`config.mk`:
```
export PLATFORM = sky130hd
export DESIGN_NAME = rtdc_sqrt_cell
export DESIGN_NICKNAME = d
export VERILOG_FILES = /design/src/sv/rtdc_pkg.sv /design/src/sv/rtdc_sqrt_cell.sv
export SDC_FILE = /design/constraint.sdc
export NUM_CORES = 1
export LEC_CHECK = 0
export BUFFER_PORTS_ARGS = -buffer_cell sky130_fd_sc_hd__buf_2
export CAP_MARGIN = 25
export CORE_AREA = 2 2 98 100
export DETAILED_ROUTE_END_ITERATION = 7
export DIE_AREA = 0 0 100 102
export PLACE_DENSITY = 0.69
export SYNTH_ARGS = -nofsm -noshare
export SYNTH_HDL_FRONTEND = slang
export SYNTH_SLANG_ARGS = --single-unit
```
`constraint.sdc`:
```
create_clock -name clk -period 2.6 [get_ports clk]
set_input_delay 0.39 -clock clk [delete_from_list [all_inputs] [get_ports clk]]
set_output_delay 0.39 -clock clk [all_outputs]
set_load 0.02 [all_outputs]
```
`src/sv/rtdc_pkg.sv`:
```
`default_nettype none
package rtdc_pkg;

  localparam int CODE_BITS     = 15;
  localparam int FRACTION_BITS = 8;
  localparam int WORD_W        = CODE_BITS + 1;
  localparam int REF_W         = 22;
  localparam int NOM_W         = 19;
  localparam int RES_W         = 22;
  localparam int TEMP_W        = 19;

  // quadratic branch: root of floor(num * 2^(2F) / d), d = 53361 * r0
  localparam int QDIV_CELLS = 40;
  localparam int QREM_W     = 35;
  localparam int SQRT_CELLS = QDIV_CELLS / 2;
  localparam int SREM_W     = SQRT_CELLS + 1;
  localparam int QUAD_OFFSET = (781660 * (1 << FRACTION_BITS)) / 231;

  // polynomial branch: u = r * 100 * 2^16 / r0, capped below 100 * 2^16
  localparam int UDIV_CELLS = 23;
  localparam int UREM_W     = NOM_W;
  localparam logic [UDIV_CELLS-1:0] U_MAX = UDIV_CELLS'(100 * 65536 - 1);
  localparam int POLY_LAT   = 7;

  // pipeline stage map
  localparam int FRONT      = 3;
  localparam int LAST_STAGE = FRONT + QDIV_CELLS + SQRT_CELLS;
  localparam int TP_DELAY   = LAST_STAGE - (FRONT + UDIV_CELLS + POLY_LAT);

  localparam int TEMP_MAX = (1 << (TEMP_W - 1)) - 1;
  localparam int TEMP_MIN = -(1 << (TEMP_W - 1));

  // horner coefficients, Q56 for r^5..r^3, Q48 for r^2, Q36 for r and constant
  localparam logic signed [24:0] K5 = 25'sd10983739;
  localparam logic signed [32:0] K4 = -33'sd2030799173;
  localparam logic signed [41:0] K3 = -42'sd347749948827;
  localparam logic signed [41:0] K2 = 42'sd727866042276;
  localparam logic signed [39:0] K1 = 40'sd152749652889;
  localparam logic signed [46:0] K0 = -47'sd16631487759647;

  typedef enum logic {
    REG_REFERENCE = 1'b0,
    REG_NOMINAL   = 1'b1
  } reg_idx_t;

  typedef struct packed {
    logic [QREM_W-1:0]     rem;
    logic [QDIV_CELLS-1:0] w;
  } qdiv_t;

  typedef struct packed {
    logic [SREM_W-1:0]     rem;
    logic [SQRT_CELLS-1:0] root;
    logic [QDIV_CELLS-1:0] w;
  } sqrt_t;

  typedef struct packed {
    logic [UREM_W-1:0]     rem;
    logic [UDIV_CELLS-1:0] w;
    logic                  ovf;
  } udiv_t;

  function automatic logic signed [TEMP_W-1:0] sat_temp(input logic signed [47:0] v);
    logic signed [TEMP_W-1:0] res;
    if (v > $signed(48'(TEMP_MAX))) begin
      res = TEMP_W'(TEMP_MAX);
    end else if (v < $signed(48'(TEMP_MIN))) begin
      res = TEMP_W'(TEMP_MIN);
    end else begin
      res = v[TEMP_W-1:0];
    end
    return res;
  endfunction

endpackage
`default_nettype wire

```
`src/sv/rtdc_sqrt_cell.sv`:
```
`default_nettype none
module rtdc_sqrt_cell (
  input  wire logic            clk,
  input  wire logic            en,
  input  wire rtdc_pkg::sqrt_t cell_in,
  output rtdc_pkg::sqrt_t      cell_out
);
  import rtdc_pkg::*;

  logic [SREM_W+1:0] trial;
  logic [SREM_W:0]   sub;
  logic              ge;
  sqrt_t             cell_nxt;

  // one root bit per cell, two radicand bits consumed
  always_comb begin
    trial = {cell_in.rem, cell_in.w[QDIV_CELLS-1:QDIV_CELLS-2]};
    sub   = {cell_in.root[SQRT_CELLS-2:0], 2'b01};
    ge    = trial >= {1'b0, sub};
    cell_nxt.rem  = ge ? SREM_W'(trial - {1'b0, sub}) : trial[SREM_W-1:0];
    cell_nxt.root = {cell_in.root[SQRT_CELLS-2:0], ge};
    cell_nxt.w    = {cell_in.w[QDIV_CELLS-3:0], 2'b00};
  end

  always_ff @(posedge clk) begin
    if (en) begin
      cell_out <= cell_nxt;
    end
  end

endmodule
`default_nettype wire

```
* Yosys cells after proc, flatten, opt, wreduce, memory -nomap -nowiden *
Index checks and enable logic that the tools add are counted.

storage, ports and cells
  output and inout port bits = 81
  latch bits = 0
  memories = 0
  input port bits = 83
  memory bits (writable) = 0
  word-level logic and storage cells = 6
  register bits after elaboration = 79
  bits in read-only memories = 0

operators by class
  bitwise gates (word level) = 0
  equal/unequal tests = 0
  add/subtract/negate cells = 1
  shift-type cells = 0
  multipliers = 0
  reduce and logical (&&, ||, !) cells = 0
  div/mod/pow operators = 0
  muxes and demuxes = 1
  magnitude comparators = 1

operator list
  kind              number
  $ge A23 B21 Y1    1
  $mux W21          1
  $sub A21 B21 Y21  1

* Depth between registers and ports, before layout *
  depth in word-level cells = 2
  depth in mapped cells = 12
  gate-level depth less buffers = 9

* Least setup slack after synthesis *
Ideal clock, no wire load.

  kind = input -> register
  from = in cell_in[52] (netlist name)
  to = reg cell_out[68] (netlist name), data pin
  arrival time = 2043 ps
  library setup time = 260 ps
  stages = 9
  path slack = 297 ps
  cells stage by stage = inv_1 -> ha_1 -> a21oi_1 -> o21ai_1 -> a221oi_2 -> nand4_1 -> o21ai_2 -> inv_2 -> mux2_4

RTL lines
  what                  RTL line              RTL
  start, declared       rtdc_sqrt_cell.sv:5   input wire rtdc_pkg::sqrt_t cell_in,
  end signal, assigned  rtdc_sqrt_cell.sv:27  cell_out <= cell_nxt;
  end, declared         rtdc_sqrt_cell.sv:6   output rtdc_pkg::sqrt_t cell_out

==> out/qor.txt <==
Status: finished, final reports clean
Hpwl dp: 7.00 mm
Slowest-stage cell, CP: ha_1
Leak: 2.22 nW
Synth area leader: edfxtp_1
Xor/xnor share of the synthesized area: 0.0465
Registers with the most flip-flops: cell_out (79)
Worst Path Arrival: 2360 ps
Peak per-stage delay on the critical path: 340 ps
Largest net degree at the start of global routing: 49
DP Area: 4790 µm²
# Max-Cap Violations: 0
Vias in the first global route: 2,735
Antenna diode count: 0
Largest Register: cell_out
RSZ-0062 raised after global routing: false
CTS tree: done
Crit. End Element: flip-flop
DR WL/cell: 15.3 µm
Adder-Cell Fraction of Synth Area: 0.0697
Postcts setup bufs: 0
Dpl cells: 572
Final TNS setup: 0 ps
Post-CTS sizing: 0
Crit path max fanout: 19
Hold Crit Class: in -> reg
Die Width: 100 µm
Top cell type's share of synthesized area: 0.629
Netlist cell types: 39
Highest clock rate: 0.442 GHz
DP Worst Slack: -40.3 ps
FILL cells: 800
Routed vias: 2,865
Power per cell area: 680 nW/µm²
GR Util met2: 0.298
Mux contribution to synthesized area: 0.00398
H-tree lvl count: 3
TritonCTS buffer count: 9
Post-Syn Instances: 292
Total Routing Usage GR: 0.174
GPL Wtd Cong: 0.912
Vias per inst: 4.87
Remaining DRCs: 0
DRT Wirelength: 8.98 mm
Largest buffer count on any clock path: 2
IO Pins: 164
Setup ws final: 338 ps
Final Critical Period: 2260 ps
Largest family of logic cells by synthesized area: compound AO/OA/AOI/OAI gates
Share of layout cells above drive strength 1: 0.444
Post-synthesis sequential area ratio: 0.629
Count leader, synth: edfxtp_1
Async SR Flop Fraction: 0
First-pass GRT wire length: 13.6 mm
Placeable Area: 9110 µm²
Predominant post-synthesis flop cell: edfxtp_1
Slew Limit Fails: 0
Final Util: 0.550
Total congestion overflow: 0
Iteration-0 DRC Markers: 98
Synth Area in Compound Gates: 0.131
Final setup violation count: 0
Synth-to-Final Area Change: 33.0%
Yosys warning count: 0
Post-synthesis simple-gate area fraction: 0.0750
Mean Syn Cell Area: 12.9 µm²
Detail Route Antenna Nets: 0
Seq cells post-synth: 79
FP Rows: 35
CP cell instances: buf_2 -> inv_1 -> ha_1 -> a21oi_1 -> o21ai_1 -> o2111ai_1 -> a21oi_1 -> o21ai_4 -> buf_4 -> o21ai_0
Crit Path Class: in -> reg
Design Area, Final: 5010 µm²
Final hold vios: 0
Required @ worst endpoint: 2700 ps
Die Y: 102 µm
EDFF count, synth: 79
Initial Util: 0.414
Initial DRT Pass Iterations: 5
Commonest cells in the synthesized netlist: 79 x edfxtp_1, 39 x nand2_1, 24 x inv_1, 21 x ha_1, 19 x a21oi_1
Port bufs: 160
Most used routing layer: met2
Most used cell, CP: a21oi_1
Full die area: 10,200 µm²
Met1 Use GR: 0.215
Final Cycle Share: 0.870
GR Util met3: 0.0513
Ranking of synthesized cells by area: edfxtp_1 63%, ha_1 7.0%, nand2_1 3.9%, o21ai_2 2.6%, xnor2_1 2.6%
Cts hold-fix bufs: 0
Final std cells w/o fill: 588
Layout Nets: 576
Antenna violations before repair: 0
Post-Syn Area: 3770 µm²
Clock Pin Slew Worst Setup and Hold Paths: 80 ps
Maximum VDD drop: 0.325 mV
Max reg flops: 79
Clock root cell: clkbuf_8
Clock Sinks: 79
Setup crit start kind: input port
-- per-stage QoR --
step / total power (W) / hold slack [ps]
after global placement: 0.00241 / 567
final: 0.00341 / 208
after CTS: 0.00344 / 192
after detailed placement: 0.00243 / 568
after global routing: 0.00357 / 186
after floorplan: 0.00212 / 489
-- logic make-up after synthesis --
| logic type | after synthesis |
|---|---|
| muxes | 1 |
| other | 1 |
| adders and majority gates | 21 |
| AOI/OAI and AO/OA | 70 |
| DFF | 79 |
| xor gates and xnor gates | 20 |
| buffers and inverters | 34 |
| and+or+nand+nor | 66 |
-- cell type report --
type	count	area (µm²)	area share
inverters	25	93.8	0.0187
multi-input cells	180	1240	0.248
clock inverters	6	93.8	0.0187
flip-flops and latches	79	2370	0.473
repair buffers	177	943	0.188
well taps	111	139	0.0277
clock buffers	10	128	0.0255
-- cell usage in the layout (no fill, tap or decap), types with 2 or more instances in the layout --
cell / netlist / routed
buf_2: 2 / 159
edfxtp_1: 79 / 79
nand2_1: 39 / 39
inv_1: 24 / 24
ha_1: 21 / 21
a21oi_1: 19 / 19
o21ai_0: 18 / 18
buf_4: 3 / 17
xnor2_1: 11 / 11
o21ai_2: 11 / 10
nor2_1: 9 / 9
xor2_1: 9 / 9
clkbuf_8: 0 / 9
nor3_1: 4 / 4
o21ai_1: 4 / 4
nand3_1: 4 / 4
a21o_1: 3 / 3
nand2b_1: 3 / 3
nand4_1: 3 / 3
o211ai_1: 2 / 2
o2111ai_1: 2 / 2
a31oi_1: 2 / 2
conb_1: 1 / 2
bufinv_16: 0 / 2
clkinv_4: 0 / 2
-- power breakdown --
group | total, W | switching [W] | leakage, nW | internal [W]
Combinational | 0.000804 | 0.000496 | 1.34 | 0.000308
Sequential | 0.00159 | 0.0000292 | 0.773 | 0.00156
Clock | 0.00102 | 0.000468 | 0.107 | 0.000548
Total | 0.00341 | 0.000994 | 2.22 | 0.00242
-- critical path: cells and delay by family --
family	cells	cell delay (ps)
AOI/OAI and AO/OA	6	1200
buffers and inverters	3	420
adders and majority gates	1	340
-- final timing paths --
kind,start,end,slack (ps),depth (start not counted)
setup / recovery,cell_in[42],cell_out[69],340,10
hold / removal,cell_in[3],cell_out[5],210,1
-- layer usage --
layer	vias up	part of all wire	wire length, µm
met2	120	0.48	4320
li1	1422	-	-
met5	-	0	0
met4	0	0.014	122
met3	14	0.075	676
met1	1309	0.43	3860
No activity file was read; power rests on OpenSTA's default activity.
