[src/sv/rtdc_pkg.sv]
`default_nettype none
package rtdc_pkg;

  localparam int CODE_BITS     = 15;
  localparam int FRACTION_BITS = 8;
  localparam int WORD_W        = CODE_BITS + 1;
  localparam int REF_W         = 22;
  localparam int NOM_W         = 19;
  localparam int RES_W         = 22;
  localparam int TEMP_W        = 19;

  // quadratic branch: root of floor(num * 2^(2F) / d), d = 53361 * r0
  localparam int QDIV_CELLS = 40;
  localparam int QREM_W     = 35;
  localparam int SQRT_CELLS = QDIV_CELLS / 2;
  localparam int SREM_W     = SQRT_CELLS + 1;
  localparam int QUAD_OFFSET = (781660 * (1 << FRACTION_BITS)) / 231;

  // polynomial branch: u = r * 100 * 2^16 / r0, capped below 100 * 2^16
  localparam int UDIV_CELLS = 23;
  localparam int UREM_W     = NOM_W;
  localparam logic [UDIV_CELLS-1:0] U_MAX = UDIV_CELLS'(100 * 65536 - 1);
  localparam int POLY_LAT   = 7;

  // pipeline stage map
  localparam int FRONT      = 3;
  localparam int LAST_STAGE = FRONT + QDIV_CELLS + SQRT_CELLS;
  localparam int TP_DELAY   = LAST_STAGE - (FRONT + UDIV_CELLS + POLY_LAT);

  localparam int TEMP_MAX = (1 << (TEMP_W - 1)) - 1;
  localparam int TEMP_MIN = -(1 << (TEMP_W - 1));

  // horner coefficients, Q56 for r^5..r^3, Q48 for r^2, Q36 for r and constant
  localparam logic signed [24:0] K5 = 25'sd10983739;
  localparam logic signed [32:0] K4 = -33'sd2030799173;
  localparam logic signed [41:0] K3 = -42'sd347749948827;
  localparam logic signed [41:0] K2 = 42'sd727866042276;
  localparam logic signed [39:0] K1 = 40'sd152749652889;
  localparam logic signed [46:0] K0 = -47'sd16631487759647;

  typedef enum logic {
    REG_REFERENCE = 1'b0,
    REG_NOMINAL   = 1'b1
  } reg_idx_t;

  typedef struct packed {
    logic [QREM_W-1:0]     rem;
    logic [QDIV_CELLS-1:0] w;
  } qdiv_t;

  typedef struct packed {
    logic [SREM_W-1:0]     rem;
    logic [SQRT_CELLS-1:0] root;
    logic [QDIV_CELLS-1:0] w;
  } sqrt_t;

  typedef struct packed {
    logic [UREM_W-1:0]     rem;
    logic [UDIV_CELLS-1:0] w;
    logic                  ovf;
  } udiv_t;

  function automatic logic signed [TEMP_W-1:0] sat_temp(input logic signed [47:0] v);
    logic signed [TEMP_W-1:0] res;
    if (v > $signed(48'(TEMP_MAX))) begin
      res = TEMP_W'(TEMP_MAX);
    end else if (v < $signed(48'(TEMP_MIN))) begin
      res = TEMP_W'(TEMP_MIN);
    end else begin
      res = v[TEMP_W-1:0];
    end
    return res;
  endfunction

endpackage
`default_nettype wire

[src/sv/rtdc_qdiv_cell.sv]
`default_nettype none
module rtdc_qdiv_cell (
  input  wire logic                  clk,
  input  wire logic                  en,
  input  wire logic [rtdc_pkg::QREM_W-1:0] d,
  input  wire rtdc_pkg::qdiv_t       cell_in,
  output rtdc_pkg::qdiv_t            cell_out
);
  import rtdc_pkg::*;

  logic [QREM_W:0] trial;
  logic            ge;
  qdiv_t           cell_nxt;

  // one restoring step: dividend bits leave at the top, quotient bits enter below
  always_comb begin
    trial = {cell_in.rem, cell_in.w[QDIV_CELLS-1]};
    ge    = trial >= {1'b0, d};
    cell_nxt.rem = ge ? QREM_W'(trial - {1'b0, d}) : trial[QREM_W-1:0];
    cell_nxt.w   = {cell_in.w[QDIV_CELLS-2:0], ge};
  end

  always_ff @(posedge clk) begin
    if (en) begin
      cell_out <= cell_nxt;
    end
  end

endmodule
`default_nettype wire

[config.mk]
export PLATFORM = sky130hd
export DESIGN_NAME = rtdc_qdiv_cell
export DESIGN_NICKNAME = d
export VERILOG_FILES = /design/src/sv/rtdc_pkg.sv /design/src/sv/rtdc_qdiv_cell.sv
export SDC_FILE = /design/constraint.sdc
export NUM_CORES = 1
export LEC_CHECK = 0
export BUFFER_PORTS_ARGS = -buffer_cell sky130_fd_sc_hd__buf_2
export CAP_MARGIN = 20
export CELL_PAD_IN_SITES_DETAIL_PLACEMENT = 1
export CELL_PAD_IN_SITES_GLOBAL_PLACEMENT = 1
export CORE_ASPECT_RATIO = 1.4
export CORE_MARGIN = 2
export CORE_UTILIZATION = 37
export DETAILED_ROUTE_END_ITERATION = 8
export PLACE_DENSITY = 0.78
export SLEW_MARGIN = 25
export SYNTH_ARGS = -nofsm -noshare
export SYNTH_HDL_FRONTEND = slang
export SYNTH_SLANG_ARGS = --single-unit
export TNS_END_PERCENT = 20
[constraint.sdc]
create_clock -name clk -period 3.3 [get_ports clk]
set_input_delay 0.165 -clock clk [delete_from_list [all_inputs] [get_ports clk]]
set_output_delay 0.165 -clock clk [all_outputs]
set_load 0.03 [all_outputs]
Word level (Yosys, flattened, before mapping) --
Cells that the tools add are included. W data, S select, Z words.
Storage, ports and cells: register bits after elaboration 75, logic and storage cells 5, input bits 112
Operators by class: add/sub/neg operators 1, multiplexer cells 1, order comparisons 1
Operators with widths (count):
- $ge A36 B35 Y1 | 1
- $mux W35 | 1
- $sub A35 B35 Y35 | 1

Longest topological paths before layout --
depth in word-level cells 2, mapped depth 14

Worst setup path after synthesis --
OpenSTA, ideal clock, no wires.
kind input to register, start point input d[2] in the netlist's numbering, end point register cell_out[57] in the netlist's numbering (data pin), data arrival time 2.642 ns, required time 3.038 ns, buffers on the path 1, library setup time 0.262 ns, stages on the path 11, slack 0.396 ns, cells stage by stage inv_1 > ha_1 > nor2b_1 > o31a_1 > a21oi_2 > o221ai_2 > a2111oi_2 > o21ai_1 > a211oi_2 > buf_4 > mux2_1
RTL lines:
- start, declared | line rtdc_qdiv_cell.sv:5 | input wire logic [rtdc_pkg::QREM_W-1:0] d,
- end signal, assigned | line rtdc_qdiv_cell.sv:25 | cell_out <= cell_nxt;
- end, declared | line rtdc_qdiv_cell.sv:7 | output rtdc_pkg::qdiv_t cell_out

==> results summary <==
The flow ran to the end, and the final reports show no timing, DRC or antenna violations. Summed over all nets, the half-perimeter wirelength after detailed placement is about 11 mm. The H-tree level count came out at 3. The class of the most critical setup path is in -> reg. The cell type with the largest total area after synthesis is sky130_fd_sc_hd__edfxtp_1. The finished layout cell area is approximately 6500 um2. The data required time of the critical path is ~3500 ps.

In this run the remaining antenna-violating nets after routing total 0. The number of nets in the synthesized netlist is 638. The root buffer cell chosen for the clock tree is sky130_fd_sc_hd__clkbuf_16. The routed wire length per instance is 17.5 um. The area of combinational cells with multiple inputs came out at about 2300 um2.

After detailed routing, the number of vias per cell comes to 5.30. After synthesis the cells add up to approximately 4800 um2. Measured along the y axis, the die boundary spans ~140 um. The number of detailed-route iterations in the first pass came out at 4. The most common cell type on the critical path is sky130_fd_sc_hd__buf_4. VDD sags by at most 0.238 mV. The residual overflow from global routing came out at 0.

TritonCTS built the clock tree. On the critical path, the stage with the largest delay is an instance of sky130_fd_sc_hd__nor4_1. The number of flops mapped to enable cells by yosys came out at 75.

The actual slew at the worst max-slew pin came out at between 900 and 1000 ps. Across the run, the number of max-cap violations was 0. The worst setup path is launched from an input port. The count of endpoints failing setup in the final report came out at 0. The share of synthesized flip-flops with an asynchronous set or reset came out at 0%. The number of global-route vias before repair came out at ~4,800.

cell_out holds more flip-flops than any other register. Relative to the synthesized area, the layout overhead comes to 34.4%. Setup repair after global routing left no endpoint under its margin. The initial detailed-routing violation count came out at 147. The number of hold violations in the final report came out at 0. The critical-path maximum fanout is 8.

The area of placed instances came out at a little under 6000 um2. The post-place setup slack came out at ~100 ps. Summing all flip-flop and latch instances after layout gives between 2000 and 2500 um2. The maximum number of pins on one net before global-route repair is 76. The number of rows in the core area came out at between 40 and 50. The leakage power summed over all cells came out at between 2 and 3 nW. The final worst setup slack is around 440 ps.

The path class of the tightest hold or removal check is in -> reg. The data arrival at the endpoint of the critical path is roughly 3100 ps. The fraction of post-synthesis cell area in the top cell type by area is 46.8%. After layout, the minimum clock period comes to roughly 2900 ps. In the routed design, unresolved DRC markers number 0. The highest clock frequency the design can meet is 350 MHz. The per-instance average area after synthesis is just under 10 um2. After routing, the total negative slack on setup checks comes to 0 ps. The final number of max-transition violations is 0. The maximum root-to-sink buffer count is 2.

The critical path goes through buf_2 > ha_1 > nand4_1 > nor4_1 > buf_4 > a41o_1 > a2111oi_2 > o21ai_1 > a211oi_4 > buf_4 > a2111oi_0 > a22o_1. The worst setup path is captured at a flop. The count of filler cells inserted in the layout is approximately 1,500. The number of ports placed on the die boundary is 187. The final period utilization is just under 90%. The number of instances resized during post-cts repair is 0. The total routing usage reported by global routing came out at 21.2%. The overall power consumption is around 3.3 mW. The final weighted congestion of routability-driven global placement is 0.855. The count of yosys warnings during synthesis came out at 0. After floorplanning, the core was sized to cover ~13,000 um2.

The sum of routed wire length over all layers is between 15 and 20 mm. The TritonCTS sink count is 75. The first-pass GRT wire length is about 24 mm. The portion of the post-synthesis area used by sequential elements came out at between 40% and 50%. The port buffer count is 186. Of the cells placed in the final design, the portion with a size suffix greater than 1 is around a third. The number of buffers added by the clock tree synthesis step came out at 9. Synthesis inferred 75 register bits. Tracing the worst setup path back leads to its startpoint at cell_in[56]. The number of antenna repair diodes is 0. The most used flip-flop cell after synthesis is sky130_fd_sc_hd__edfxtp_1. The floorplan step set the die width to 100 um. The clock transition at the registers of the reported paths is 60 ps.

In the synthesized netlist, the number of instances is 490. Dividing total power by cell area gives a power density of 505 nW/um2. The most critical setup path has its endpoint at cell_out[73]$_DFFE_PP_.

The area of the die came out at around 14,000 um2. The final net count came out at 850. Once the clock tree was built, the setup fixing pass inserted 0 buffers. The number of distinct library cells after synthesis is 55. The final route contains between 4,000 and 5,000 vias. The largest registers in the layout are cell_out: 75 flops. The initial utilization of the core area, before any placement, comes to approximately 38%.

The delay of the slowest critical-path stage is 600 ps. The register with the most flip-flops in the layout has 75 of them. By area the synthesized netlist is led by sky130_fd_sc_hd__edfxtp_1 (47%), sky130_fd_sc_hd__ha_1 (9.1%), sky130_fd_sc_hd__nand2_1 (4.8%), sky130_fd_sc_hd__a21oi_1 (4.1%), sky130_fd_sc_hd__inv_1 (3.7%). The worst pin sits at a relative slew slack of around a third. The number of hold buffers added after CTS came out at 17. The number of antenna violations at the first check in global routing came out at 0.
-- final cells by class --
type | count | area share, %
clock inverter | 6 | 1.12
sequential | 75 | 34.8
clock buffer | 10 | 3.54
tap | 153 | 2.96
inverter | 47 | 2.73
multi-input combinational | 347 | 35.2
timing repair buffer | 222 | 19.6
-- layer usage --
metal	global-route usage, %	part of all wire [%]
met5	0	0
met2	39.8	52
met4	8.22	2.9
met3	5.04	7.5
met1	22.2	38
-- per-stage QoR --
step	utilization (%)	instances	hold WS, ps
final	50.7	860	2.05
after global routing	50.7	860	1.16
after CTS	50.5	857	0.345
after detailed placement	46.8	824	343
after global placement	46.8	824	343
after floorplan	-	490	264
-- cells in the final DEF (no fill, tap or decap), types with 3 or more instances in the layout --
cell type,Yosys,layout
sky130_fd_sc_hd__a211oi_1,4,4
sky130_fd_sc_hd__a21boi_0,3,3
sky130_fd_sc_hd__a21o_1,13,13
sky130_fd_sc_hd__a21oi_1,39,39
sky130_fd_sc_hd__a31oi_1,6,6
sky130_fd_sc_hd__and3_1,7,7
sky130_fd_sc_hd__buf_2,4,185
sky130_fd_sc_hd__buf_4,1,16
sky130_fd_sc_hd__clkbuf_16,0,9
sky130_fd_sc_hd__dlygate4sd3_1,0,20
sky130_fd_sc_hd__edfxtp_1,75,75
sky130_fd_sc_hd__ha_1,35,35
sky130_fd_sc_hd__inv_1,47,47
sky130_fd_sc_hd__nand2_1,61,61
sky130_fd_sc_hd__nand2b_1,3,3
sky130_fd_sc_hd__nand3_1,8,8
sky130_fd_sc_hd__nand4_1,6,6
sky130_fd_sc_hd__nor2_1,21,21
sky130_fd_sc_hd__nor2b_1,8,8
sky130_fd_sc_hd__nor3_1,6,6
sky130_fd_sc_hd__nor4_1,4,4
sky130_fd_sc_hd__o21a_1,7,7
sky130_fd_sc_hd__o21ai_0,21,21
sky130_fd_sc_hd__o21ai_1,26,26
sky130_fd_sc_hd__o21bai_1,5,5
sky130_fd_sc_hd__o31ai_1,4,4
sky130_fd_sc_hd__or4_1,3,3
sky130_fd_sc_hd__xnor2_1,17,17
sky130_fd_sc_hd__xor2_1,9,9
-- how the worst min path moves through the flow --
stage / start / endpoint / slack (ps) / cells after the start
after global placement: cell_in[17] / cell_out[18]$_DFFE_PP_ / 340 / 1
after detailed placement: cell_in[16] / cell_out[17]$_DFFE_PP_ / 340 / 1
after global routing: cell_in[35] / cell_out[36]$_DFFE_PP_ / 1 / 1
after floorplan: cell_in[9] / cell_out[10]$_DFFE_PP_ / 260 / 0
final: cell_in[31] / cell_out[32]$_DFFE_PP_ / 2 / 1
after CTS: cell_in[3] / cell_out[4]$_DFFE_PP_ / 0.3 / 1
-- cell families after synthesis --
family | Yosys count | share of synthesized area, %
AOI/OAI and AO/OA | 149 | 19.5
xor gates and xnor gates | 26 | 4.73
adders and majority gates | 36 | 9.52
buffers and inverters | 68 | 5.96
DFF | 75 | 46.8
muxes | 3 | 0.650
and+or+nand+nor | 133 | 12.8
-- critical path, delay by kind of cell --
family,cells,cell delay (ps)
buffers and inverters,3,510
AOI/OAI and AO/OA,6,1170
adders and majority gates,1,420
and+or+nand+nor,2,800
-- Yosys cell counts, types with 8 or more instances --
master                      n
sky130_fd_sc_hd__o21ai_1   26
sky130_fd_sc_hd__nor2_1    21
sky130_fd_sc_hd__xnor2_1   17
sky130_fd_sc_hd__nand2_1   61
sky130_fd_sc_hd__clkbuf_1  13
sky130_fd_sc_hd__xor2_1     9
sky130_fd_sc_hd__a21o_1    13
sky130_fd_sc_hd__inv_1     47
sky130_fd_sc_hd__ha_1      35
sky130_fd_sc_hd__nand3_1    8
sky130_fd_sc_hd__o21ai_0   21
sky130_fd_sc_hd__nor2b_1    8
sky130_fd_sc_hd__edfxtp_1  75
sky130_fd_sc_hd__a21oi_1   39
-- power breakdown --
group	total, mW	internal, mW	switching [mW]
Clock	1.04	0.595	0.444
Combinational	1.01	0.370	0.637
Sequential	1.22	1.19	0.0309
No activity file was read; power rests on OpenSTA's default activity.
