<file path="config.mk">
export PLATFORM = sky130hd
export DESIGN_NAME = rtdc_udiv_cell
export DESIGN_NICKNAME = d
export VERILOG_FILES = /design/src/sv/rtdc_pkg.sv /design/src/sv/rtdc_udiv_cell.sv
export SDC_FILE = /design/constraint.sdc
export NUM_CORES = 1
export LEC_CHECK = 0
export ABC_CLOCK_PERIOD_IN_PS = 3700
export BUFFER_PORTS_ARGS = -buffer_cell sky130_fd_sc_hd__buf_4
export CORE_MARGIN = 2
export CORE_UTILIZATION = 48
export DETAILED_ROUTE_END_ITERATION = 7
export HOLD_SLACK_MARGIN = 0.03
export PLACE_DENSITY = 0.86
export SYNTH_ARGS = -nofsm -noshare
export SYNTH_HDL_FRONTEND = slang
export SYNTH_SLANG_ARGS = --single-unit
</file>
<file path="constraint.sdc">
create_clock -name clk -period 3.7 [get_ports clk]
set_input_delay 0.925 -clock clk [delete_from_list [all_inputs] [get_ports clk]]
set_output_delay 0.925 -clock clk [all_outputs]
set_load 0.02 [all_outputs]
</file>
<file path="src/sv/rtdc_pkg.sv">
`default_nettype none
package rtdc_pkg;

  localparam int CODE_BITS     = 15;
  localparam int FRACTION_BITS = 8;
  localparam int WORD_W        = CODE_BITS + 1;
  localparam int REF_W         = 22;
  localparam int NOM_W         = 19;
  localparam int RES_W         = 22;
  localparam int TEMP_W        = 19;

  // quadratic branch: root of floor(num * 2^(2F) / d), d = 53361 * r0
  localparam int QDIV_CELLS = 40;
  localparam int QREM_W     = 35;
  localparam int SQRT_CELLS = QDIV_CELLS / 2;
  localparam int SREM_W     = SQRT_CELLS + 1;
  localparam int QUAD_OFFSET = (781660 * (1 << FRACTION_BITS)) / 231;

  // polynomial branch: u = r * 100 * 2^16 / r0, capped below 100 * 2^16
  localparam int UDIV_CELLS = 23;
  localparam int UREM_W     = NOM_W;
  localparam logic [UDIV_CELLS-1:0] U_MAX = UDIV_CELLS'(100 * 65536 - 1);
  localparam int POLY_LAT   = 7;

  // pipeline stage map
  localparam int FRONT      = 3;
  localparam int LAST_STAGE = FRONT + QDIV_CELLS + SQRT_CELLS;
  localparam int TP_DELAY   = LAST_STAGE - (FRONT + UDIV_CELLS + POLY_LAT);

  localparam int TEMP_MAX = (1 << (TEMP_W - 1)) - 1;
  localparam int TEMP_MIN = -(1 << (TEMP_W - 1));

  // horner coefficients, Q56 for r^5..r^3, Q48 for r^2, Q36 for r and constant
  localparam logic signed [24:0] K5 = 25'sd10983739;
  localparam logic signed [32:0] K4 = -33'sd2030799173;
  localparam logic signed [41:0] K3 = -42'sd347749948827;
  localparam logic signed [41:0] K2 = 42'sd727866042276;
  localparam logic signed [39:0] K1 = 40'sd152749652889;
  localparam logic signed [46:0] K0 = -47'sd16631487759647;

  typedef enum logic {
    REG_REFERENCE = 1'b0,
    REG_NOMINAL   = 1'b1
  } reg_idx_t;

  typedef struct packed {
    logic [QREM_W-1:0]     rem;
    logic [QDIV_CELLS-1:0] w;
  } qdiv_t;

  typedef struct packed {
    logic [SREM_W-1:0]     rem;
    logic [SQRT_CELLS-1:0] root;
    logic [QDIV_CELLS-1:0] w;
  } sqrt_t;

  typedef struct packed {
    logic [UREM_W-1:0]     rem;
    logic [UDIV_CELLS-1:0] w;
    logic                  ovf;
  } udiv_t;

  function automatic logic signed [TEMP_W-1:0] sat_temp(input logic signed [47:0] v);
    logic signed [TEMP_W-1:0] res;
    if (v > $signed(48'(TEMP_MAX))) begin
      res = TEMP_W'(TEMP_MAX);
    end else if (v < $signed(48'(TEMP_MIN))) begin
      res = TEMP_W'(TEMP_MIN);
    end else begin
      res = v[TEMP_W-1:0];
    end
    return res;
  endfunction

endpackage
`default_nettype wire

</file>
<file path="src/sv/rtdc_udiv_cell.sv">
`default_nettype none
module rtdc_udiv_cell (
  input  wire logic                       clk,
  input  wire logic                       en,
  input  wire logic [rtdc_pkg::UREM_W-1:0] r0,
  input  wire rtdc_pkg::udiv_t            cell_in,
  output rtdc_pkg::udiv_t                 cell_out
);
  import rtdc_pkg::*;

  logic [UREM_W:0] trial;
  logic            ge;
  udiv_t           cell_nxt;

  always_comb begin
    trial = {cell_in.rem, cell_in.w[UDIV_CELLS-1]};
    ge    = trial >= {1'b0, r0};
    cell_nxt.rem = ge ? UREM_W'(trial - {1'b0, r0}) : trial[UREM_W-1:0];
    cell_nxt.w   = {cell_in.w[UDIV_CELLS-2:0], ge};
    cell_nxt.ovf = cell_in.ovf;
  end

  always_ff @(posedge clk) begin
    if (en) begin
      cell_out <= cell_nxt;
    end
  end

endmodule
`default_nettype wire

</file>
# ---- Word-level counts from Yosys, hierarchy flattened
# Cells that the tools add are included.
dict set report word_totals {
  register_bits 43
  input_bits 64
  output_inout_bits 43
  elab_cells 6
}
dict set report classes {
  add_sub_neg 1
  order_cmp 1
  muxes 1
}
# operator count
set op_table {}
lappend op_table {{greater-or-equal comparator 20 x 19 -> 1 bit} 1}
lappend op_table {{two-way mux 19 bit} 1}
lappend op_table {{subtractor 19 bit} 1}

# ---- Longest topological paths before layout
# Gate-level depths: netlist (run 1).
dict set report depth {
  depth_word 2
  depth_mapped 11
  mapped_depth_nobuf 11
}

# ---- Least setup slack after synthesis (run 1)
# No wires, ideal clock.
dict set report synth_path {
  path_kind {in2reg}
  startpoint {input port cell_in[23] (netlist name)}
  endpoint {register cell_out[31] (netlist name) (data pin)}
  setup_ns 0.260
  arrival_ns 2.780
  required_ns 3.440
  setup_slack_ns 0.661
  stages 10
  path_buffers 0
  cell_sequence {inv_1 > ha_1 > fa_1 > and2b_1 > o2111ai_2 > a21oi_2 > o21bai_2 > a31o_4 > inv_4 > mux2_2}
}
# element line_no
set synth_lines {}
lappend synth_lines {{start, declared} rtdc_udiv_cell.sv:6} ;# input wire rtdc_pkg::udiv_t cell_in,
lappend synth_lines {{end signal, assigned} rtdc_udiv_cell.sv:25} ;# cell_out <= cell_nxt;
lappend synth_lines {{end, declared} rtdc_udiv_cell.sv:7} ;# output rtdc_pkg::udiv_t cell_out

==> impl_metrics.toml, run 1 <==
[place]
dp_cells = 398
post-place-ws_ps = 285.5
port_buffers = 106
post-dp-hpwl_um = 4746
gp_congestion = 0.8764

[floorplanning]
num_rows = 26
core_area_um2 = 5107
ios = 107
die-width_um = 76.82
die_h_um = 76.82
die_area_um2 = 5901
start_util_pct = 49.83

[drt]
vias = 2132
viasPerCell = 5.251
top_layer = "met4"
met1_length_um = 2400
wl_met3_um = 348
drcViolationCount = 0
routed_wl_um = 5992
firstDrtPassIters = 4
detail-route-antenna-nets = 0
first_iter_violations = 88
wl_per_cell_um = 14.76
wl_met2_um = 3103

[cells_and_area]
area_growth_pct = 36.18
layout.nets = 419
largestRegisters = "cell_out (43)"
largest-register = "cell_out"
diodes = 0
largest_register_ffs = 43
stdcell_count = 406
drive_above_1_share_pct = 38.39

[clock_tree]
cts_sinks = 43
cts_tree = "done"
cts-root-buf = "clkbuf_8"
clockBufferDepth = 2
cts-resized-gates = 0
cts_buffers = 5
post_cts_buffers = 0
htreeDepth = 2
cts.clk_slew.worst_paths_ps = 90
ctsHoldBuffers = 0

[synthesis]
synthFlopType = "edfxtp_1"
synth.net_count = 316
ys_seq_elements = 43
synthCells = 232
yosysWarningCount = 0
yosys.cell_types.count = 44
syn_area_um2 = 2545
synth_edf_count = 43
seq_area_frac_synth_pct = 50.74
syn_area_per_cell_um2 = 10.97
asyncSetResetFlopFracSynth_pct = 0

[worst_hold_path]
hold_class = "in -> reg"

[pwr]
comb_power_share_pct = 33.4
pwr-share-clk_pct = 22.0
internal-power_uw = 955.9
switching_share_pct = 31.96
power_density_nw_per_um2 = 405.4
vdd.ir_drop.worst_uv = 218.4
p_sw_uw = 449.1
power_leakage_uw = 0.001574
power_frac_seq_pct = 44.7

[critical_path]
path_max_fanout = 34
max_stage_delay_ps = 400
crit_type = "in -> reg"
arrival_ps = 3160
start_kind = "primary input"
cp.required_ps = 3750
crit_chain = "buf_4 -> ha_1 -> fa_1 -> and2b_1 -> o2111ai_2 -> a21oi_2 -> o21bai_2 -> a31o_4 -> inv_4 -> mux2_2"
crit_slowest_cell = "fa_1"
cp-end-kind = "flop"

[run_status]
status = "complete, no violations"

[sta]
rsz0062_at_grt = "no"
finalCritPeriodShare_pct = 83.96
tns_ps = 0
fmax_mhz = 321.9
final-max-slew-violation-count = 0
tightest_slew_ps = 553.3
finalHoldViolations = 0
relSlewSlack_pct = 63.11
min_period_ps = 3106
setup_slack_ps = 593.5
setup_viol = 0

[grt]
grt_pass1_vias = 2083
grt_max_degree = 44
grt_usage_pct = 20.40
grt_pass1_wl_um = 9591
overflow = 0
antenna_found_initial = 0

[flow_run]
drv_cap = 0
-- layout by cell type, fill, tap and decap left out, types with 4 or more instances in the layout --
cell      Yosys  final
buf_4         0    106
nor2_1        7      7
a21o_1        7      7
o21ai_0      15     15
nand3_1       4      4
a21oi_1      10     10
inv_1        21     21
o21ai_1       5      5
ha_1         19     19
nand4_1       5      5
edfxtp_1     43     43
xnor2_1      10     10
nand2_1      35     35
xor2_1        5      5
clkbuf_8      0      5
-- cell type report --
| cell class | instances | area [um2] |
|---|---|---|
| sequential | 43 | 1291 |
| timing repair buffer | 106 | 795.8 |
| multi-input combinational | 157 | 1114 |
| inverter | 22 | 85.08 |
| fill | 384 | 1642 |
| clock inverter | 3 | 23.77 |
| tap | 70 | 87.58 |
| clock buffer | 5 | 68.82 |
-- synthesized netlist by cell type (2+ instances only) --
master | instances | area (um2)
mux2_2 | 2 | 22.52
nand2_1 | 35 | 131.4
edfxtp_1 | 43 | 1291
nand4_1 | 5 | 31.28
o21ai_0 | 15 | 75.07
nand3_1 | 4 | 20.02
nand2b_1 | 2 | 12.51
inv_1 | 21 | 78.83
a31oi_1 | 2 | 12.51
xnor2_1 | 10 | 87.58
ha_1 | 19 | 237.7
buf_2 | 7 | 35.03
nor3b_1 | 2 | 15.01
a21oi_1 | 10 | 50.05
nor2_1 | 7 | 26.28
a21o_1 | 7 | 52.55
o21a_1 | 2 | 15.01
a21oi_2 | 3 | 26.28
o21ai_1 | 5 | 25.02
xor2_1 | 5 | 43.79
o21ai_2 | 2 | 17.52
o31ai_1 | 2 | 15.01
-- kinds of logic (layout without fill, tap and decap cells) --
kind of cell    after synthesis  after routing  synth area share (%)
simple gates                 60             60                 10.52
compound gates               59             59                 16.47
flops                        43             43                 50.74
buf+inv                      32            136                 5.506
fa+ha+maj                    20             20                 10.13
xor+xnor                     15             15                 5.162
mux                           3              3                 1.475
-- power groups by stage --
stage / clock network (uW) / registers (uW) / logic (uW)
2_1_floorplan: 0 / 714 / 206
3_5_place_dp: 0 / 639 / 470
6_report: 308 / 628 / 469
4_1_cts: 311 / 628 / 472
5_1_grt: 324 / 633 / 509
3_3_place_gp: 0 / 638 / 458
-- path summary, 6_finish.rpt --
path         from                      to  slack [ps]  cells after the start
max         r0[0]  cell_out[31]$_DFFE_PP_         590                     10
min   cell_in[17]  cell_out[18]$_DFFE_PP_         810                      1
-- worst max-delay path, delay by kind of cell --
family	cells	cell delay [ps]
adder cells (fa/ha/maj)	2	620
multiplexers	1	320
AO/OA/AOI/OAI	4	810
buffers and inverters	2	230
AND/OR/NAND/NOR	1	240
-- metal layers --
layer	vias to the layer above	track usage, %
li1	1039	-
met1	1002	23.60
met2	78	36.93
met3	13	4.235
met4	0	7.636
met5	-	0
-- metrics by stage --
| step | hold slack, ps | instance area (um2) | power (uW) | utilization, % |
|---|---|---|---|---|
| floorplan | 1024 | 2545 | 919.7 | - |
| global placement | 1103 | 3373 | 1096 | 66.05 |
| detailed placement | 1104 | 3373 | 1109 | 66.05 |
| CTS | 801.9 | 3466 | 1411 | 67.86 |
| global route | 797.1 | 3466 | 1465 | 67.86 |
| finish | 805.4 | 3466 | 1405 | 67.86 |
(Power assumes the default switching activity.)
==> run 2: changes to the inputs <==
Settings changed: ABC_CLOCK_PERIOD_IN_PS 3700 to 2560, CORE_UTILIZATION 48 to 43, PLACE_DENSITY 0.86 to 0.82.
Clock period 3.7 ns to 2.56 ns, I/O delays scaled along.
==> impl_metrics.toml, run 2 (synthesized netlist as in run 1, its figures left out) <==
[critical_path]
path_buf_inv = 2
path_max_fanout = 4
cp-end-kind = "flop"
critPathTopFamily = "compound AO/OA/AOI/OAI gates"
max_stage_delay_ps = 340
crit_slowest_cell = "fa_2"
crit_chain = "buf_4 -> ha_4 -> fa_2 -> and2b_1 -> o2111ai_2 -> a21oi_2 -> o21bai_2 -> a31o_4 -> inv_4 -> mux2_4"
crit_type = "in -> reg"
start_kind = "primary input"
arrival_ps = 2530
cp.required_ps = 2600

[sta]
setup_viol = 0
tightest_slew_ps = 552.2
finalHoldViolations = 0
final-max-slew-violation-count = 0
finalCritPeriodShare_pct = 97.14
rsz0062_at_grt = "no"
min_period_ps = 2487
fmax_mhz = 402.1
setup_slack_ps = 73.28
tns_ps = 0
relSlewSlack_pct = 63.19

[pwr]
pwr-share-clk_pct = 20.1
p_sw_uw = 632.7
power_leakage_uw = 0.001714
finalPower_uw = 2066
power_density_nw_per_um2 = 557.1
switching_share_pct = 30.62
power_frac_seq_pct = 43.9
vdd.ir_drop.worst_uv = 339.8
comb_power_share_pct = 36.0
internal-power_uw = 1433

[drt]
drcViolationCount = 0
viasPerCell = 4.825
vias = 2118
routed_wl_um = 5950
detail-route-antenna-nets = 0
wl_per_cell_um = 13.55
firstDrtPassIters = 4
first_iter_violations = 71

[clock_tree]
clockBufferDepth = 2
cts_buffers = 5
post_cts_buffers = 0
cts_tree = "done"
cts.clk_slew.worst_paths_ps = 80
cts_sinks = 43
htreeDepth = 2
cts-root-buf = "clkbuf_8"

[run_status]
status = "complete, no violations"

[place]
placement.cell_area_um2 = 3612
gp_congestion = 0.8863
post-dp-hpwl_um = 4853
port_buffers = 106
post-place-ws_ps = -273.0

[cells_and_area]
largest-register = "cell_out"
fillers = 496
largestRegisters = "cell_out (43)"
largest_register_ffs = 43
fin_area_um2 = 3709
drive_above_1_share_pct = 43.68
fin_util_pct = 63.77
layout_commonest_cell = "buf_4"
diodes = 0
area_growth_pct = 45.72
final_cell_mix = "buf_4 (132), edfxtp_1 (43), nand2_1 (35)"
layout.nets = 447

[grt]
antenna_found_initial = 0
grt_pass1_wl_um = 9328
grt_usage_pct = 18.67
grt_max_degree = 44
overflow = 0
grt_pass1_vias = 1966

[worst_hold_path]
hold_class = "in -> reg"

[floorplanning]
num_rows = 28
start_util_pct = 43.76
die_h_um = 80.93
die_area_um2 = 6550
core_area_um2 = 5816
ios = 107
die-width_um = 80.93

[flow_run]
drv_cap = 0
==> run 2: final cells by class <==
| class | count | area (um2) | share of cell area (%) |
|---|---|---|---|
| repair buffers | 134 | 1013 | 27.33 |
| clock inverters | 2 | 12.51 | 0.3374 |
| inverters | 22 | 92.59 | 2.497 |
| well taps | 75 | 93.84 | 2.530 |
| clock buffers | 6 | 72.57 | 1.957 |
| flip-flops and latches | 43 | 1291 | 34.82 |
| multi-input cells | 157 | 1132 | 30.53 |
==> run 2: final timing paths <==
kind / from / end / slack, ps / depth (start not counted)
worst max-delay path: r0[0] / cell_out[36]$_DFFE_PP_ / 70 / 10
worst min-delay path: cell_in[11] / cell_out[12]$_DFFE_PP_ / 520 / 1
==> run 2: power by group through the flow <==
stage	registers (uW)	logic, uW	clock network [uW]
finish	908	743	415
floorplan	1030	300	0
global route	917	812	454
global placement	922	728	0
CTS	909	742	423
detailed placement	925	740	0
==> run 2: per-stage QoR <==
| step | cells | hold slack [ps] |
|---|---|---|
| global route | 439 | 504.6 |
| finish | 439 | 518.7 |
| global placement | 431 | 818.0 |
| floorplan | 232 | 738.9 |
| detailed placement | 431 | 819.3 |
| CTS | 439 | 513.6 |
==> run 2: routing by layer <==
metal	GRT usage (%)	part of all wire (%)	up-vias	routed length (um)
met4	7.119	1.6	0	93
li1	-	-	1098	-
met2	31.49	48	65	2855
met3	3.000	6.4	4	381
met5	0	0	-	0
met1	24.10	44	951	2620
==> run 2: what timing repair did <==
item / CTS / global route
hold buffers: 0 / 0
setup endpoints to repair: 0 / 7
resized for setup: 0 / 4
==> run 3: changes to the inputs <==
Settings changed: CORE_MARGIN 2 to unset.
==> impl_metrics.toml, run 3 (synthesized netlist as in run 1, its figures left out) <==
[critical_path]
crit_type = "in -> reg"
start_kind = "primary input"
crit_start = "cell_in[23]"
cp-end-kind = "flop"
path_max_fanout = 5
cp.required_ps = 2620
arrival_ps = 2560

[floorplanning]
num_rows = 27
ios = 107
core_area_um2 = 5608
die_h_um = 78.93
die-width_um = 78.93
die_area_um2 = 6230
start_util_pct = 45.38

[cells_and_area]
layout.nets = 451
largest_register_ffs = 43
final_cell_mix = "buf_4 (134), edfxtp_1 (43), nand2_1 (35)"
layout_commonest_cell = "buf_4"
area_growth_pct = 49.21
largestRegisters = "cell_out (43)"
largest-register = "cell_out"
diodes = 0
stdcell_count = 440
drive_above_1_share_pct = 45.11
fin_util_pct = 67.72

[drt]
wl_per_cell_um = 13.92
firstDrtPassIters = 4
viasPerCell = 5.005
drcViolationCount = 0
vias = 2202
first_iter_violations = 107
detail-route-antenna-nets = 0
routed_wl_um = 6125

[pwr]
power_density_nw_per_um2 = 581.0
pwr-share-clk_pct = 23.8
p_sw_uw = 654.7
power_leakage_uw = 0.001758
vdd.ir_drop.worst_uv = 353.6
power_frac_seq_pct = 41.2
internal-power_uw = 1551
switching_share_pct = 29.68
comb_power_share_pct = 35.0

[sta]
min_period_ps = 2498
setup_viol = 0
holdWs_ps = 511.1
finalCritPeriodShare_pct = 97.58
tightest_slew_ps = 531.6
rsz0062_at_grt = "yes"
final-max-slew-violation-count = 0
relSlewSlack_pct = 64.56
fmax_mhz = 400.3
finalHoldViolations = 0

[clock_tree]
htreeDepth = 2
cts_buffers = 5
cts-root-buf = "clkbuf_8"
ctsHoldBuffers = 0
cts_sinks = 43
clockBufferDepth = 2
cts.clk_slew.worst_paths_ps = 90
cts_tree = "done"

[place]
dp_cells = 430
gp_congestion = 0.8181
port_buffers = 106
post-dp-hpwl_um = 5064

[grt]
grt_pass1_vias = 2166
overflow = 0
grt_max_degree = 44
grt_usage_pct = 20.29
antenna_found_initial = 0
grt_pass1_wl_um = 9756

[worst_hold_path]
worst_hold_path.num_cells = 1
hold_class = "in -> reg"
whs_endpoint = "cell_out[11]$_DFFE_PP_"
min_from = "cell_in[10]"

[flow_run]
drv_cap = 0

[run_status]
status = "complete, no violations"
run 3: routing by layer:
| metal | up-vias | share of wire (%) | GRT usage [%] |
|---|---|---|---|
| met5 | - | 0 | 0 |
| met4 | 0 | 0.96 | 5.818 |
| met3 | 5 | 5.6 | 2.989 |
| met2 | 78 | 50 | 36.43 |
| met1 | 1018 | 43 | 25.26 |
| li1 | 1101 | - | - |
run 3: worst max path at each step:
| stage | end | slack [ps] |
|---|---|---|
| 6_report | cell_out[36]$_DFFE_PP_ | 60 |
| 5_1_grt | cell_out[31]$_DFFE_PP_ | -40 |
| 4_1_cts | cell_out[42]$_DFFE_PP_ | 9 |
| 3_5_place_dp | cell_out[31]$_DFFE_PP_ | -300 |
| 3_3_place_gp | cell_out[31]$_DFFE_PP_ | -240 |
| 2_1_floorplan | cell_out[31]$_DFFE_PP_ | -50 |
run 3: cell type report:
class	instances	area, um2
Clock buffer	5	68.82
Clock inverter	3	43.79
Fill cell	462	1810
Inverter	22	92.59
Multi-Input combinational cell	157	1147
Sequential cell	43	1291
Tap cell	72	90.09
Timing Repair Buffer	138	1064
run 3: power by group through the flow:
stage	Combinational [uW]	Sequential, uW	Clock (uW)
6_report	773	908	525
5_1_grt	840	915	548
4_1_cts	761	909	526
3_5_place_dp	758	925	0
3_3_place_gp	743	923	0
2_1_floorplan	300	1030	0
run 3: timing repair:
item | CTS | global route
setup buffers | 0 | 2
setup endpoints to repair | 0 | 13
resized for setup | 0 | 10
run 3: critical path: stages:
cell and delay [ps]:
buf_8 90, inv_8 30, ha_4 150, fa_2 340
and2b_1 240, o2111ai_2 140, a21oi_2 210, o21bai_2 90
a31o_4 260, inv_4 80, mux2_4 290
run 3: stage by stage:
stage | area (um2) | setup WS [ps] | power, uW | setup TNS [ps]
floorplan | 2567 | -54.80 | 1332 | -79.01
global placement | 3636 | -238.2 | 1666 | -2994
detailed placement | 3636 | -301.4 | 1684 | -4188
CTS | 3749 | 8.553 | 2197 | 0
global route | 3797 | -39.22 | 2303 | -126.0
finish | 3797 | 61.92 | 2206 | 0
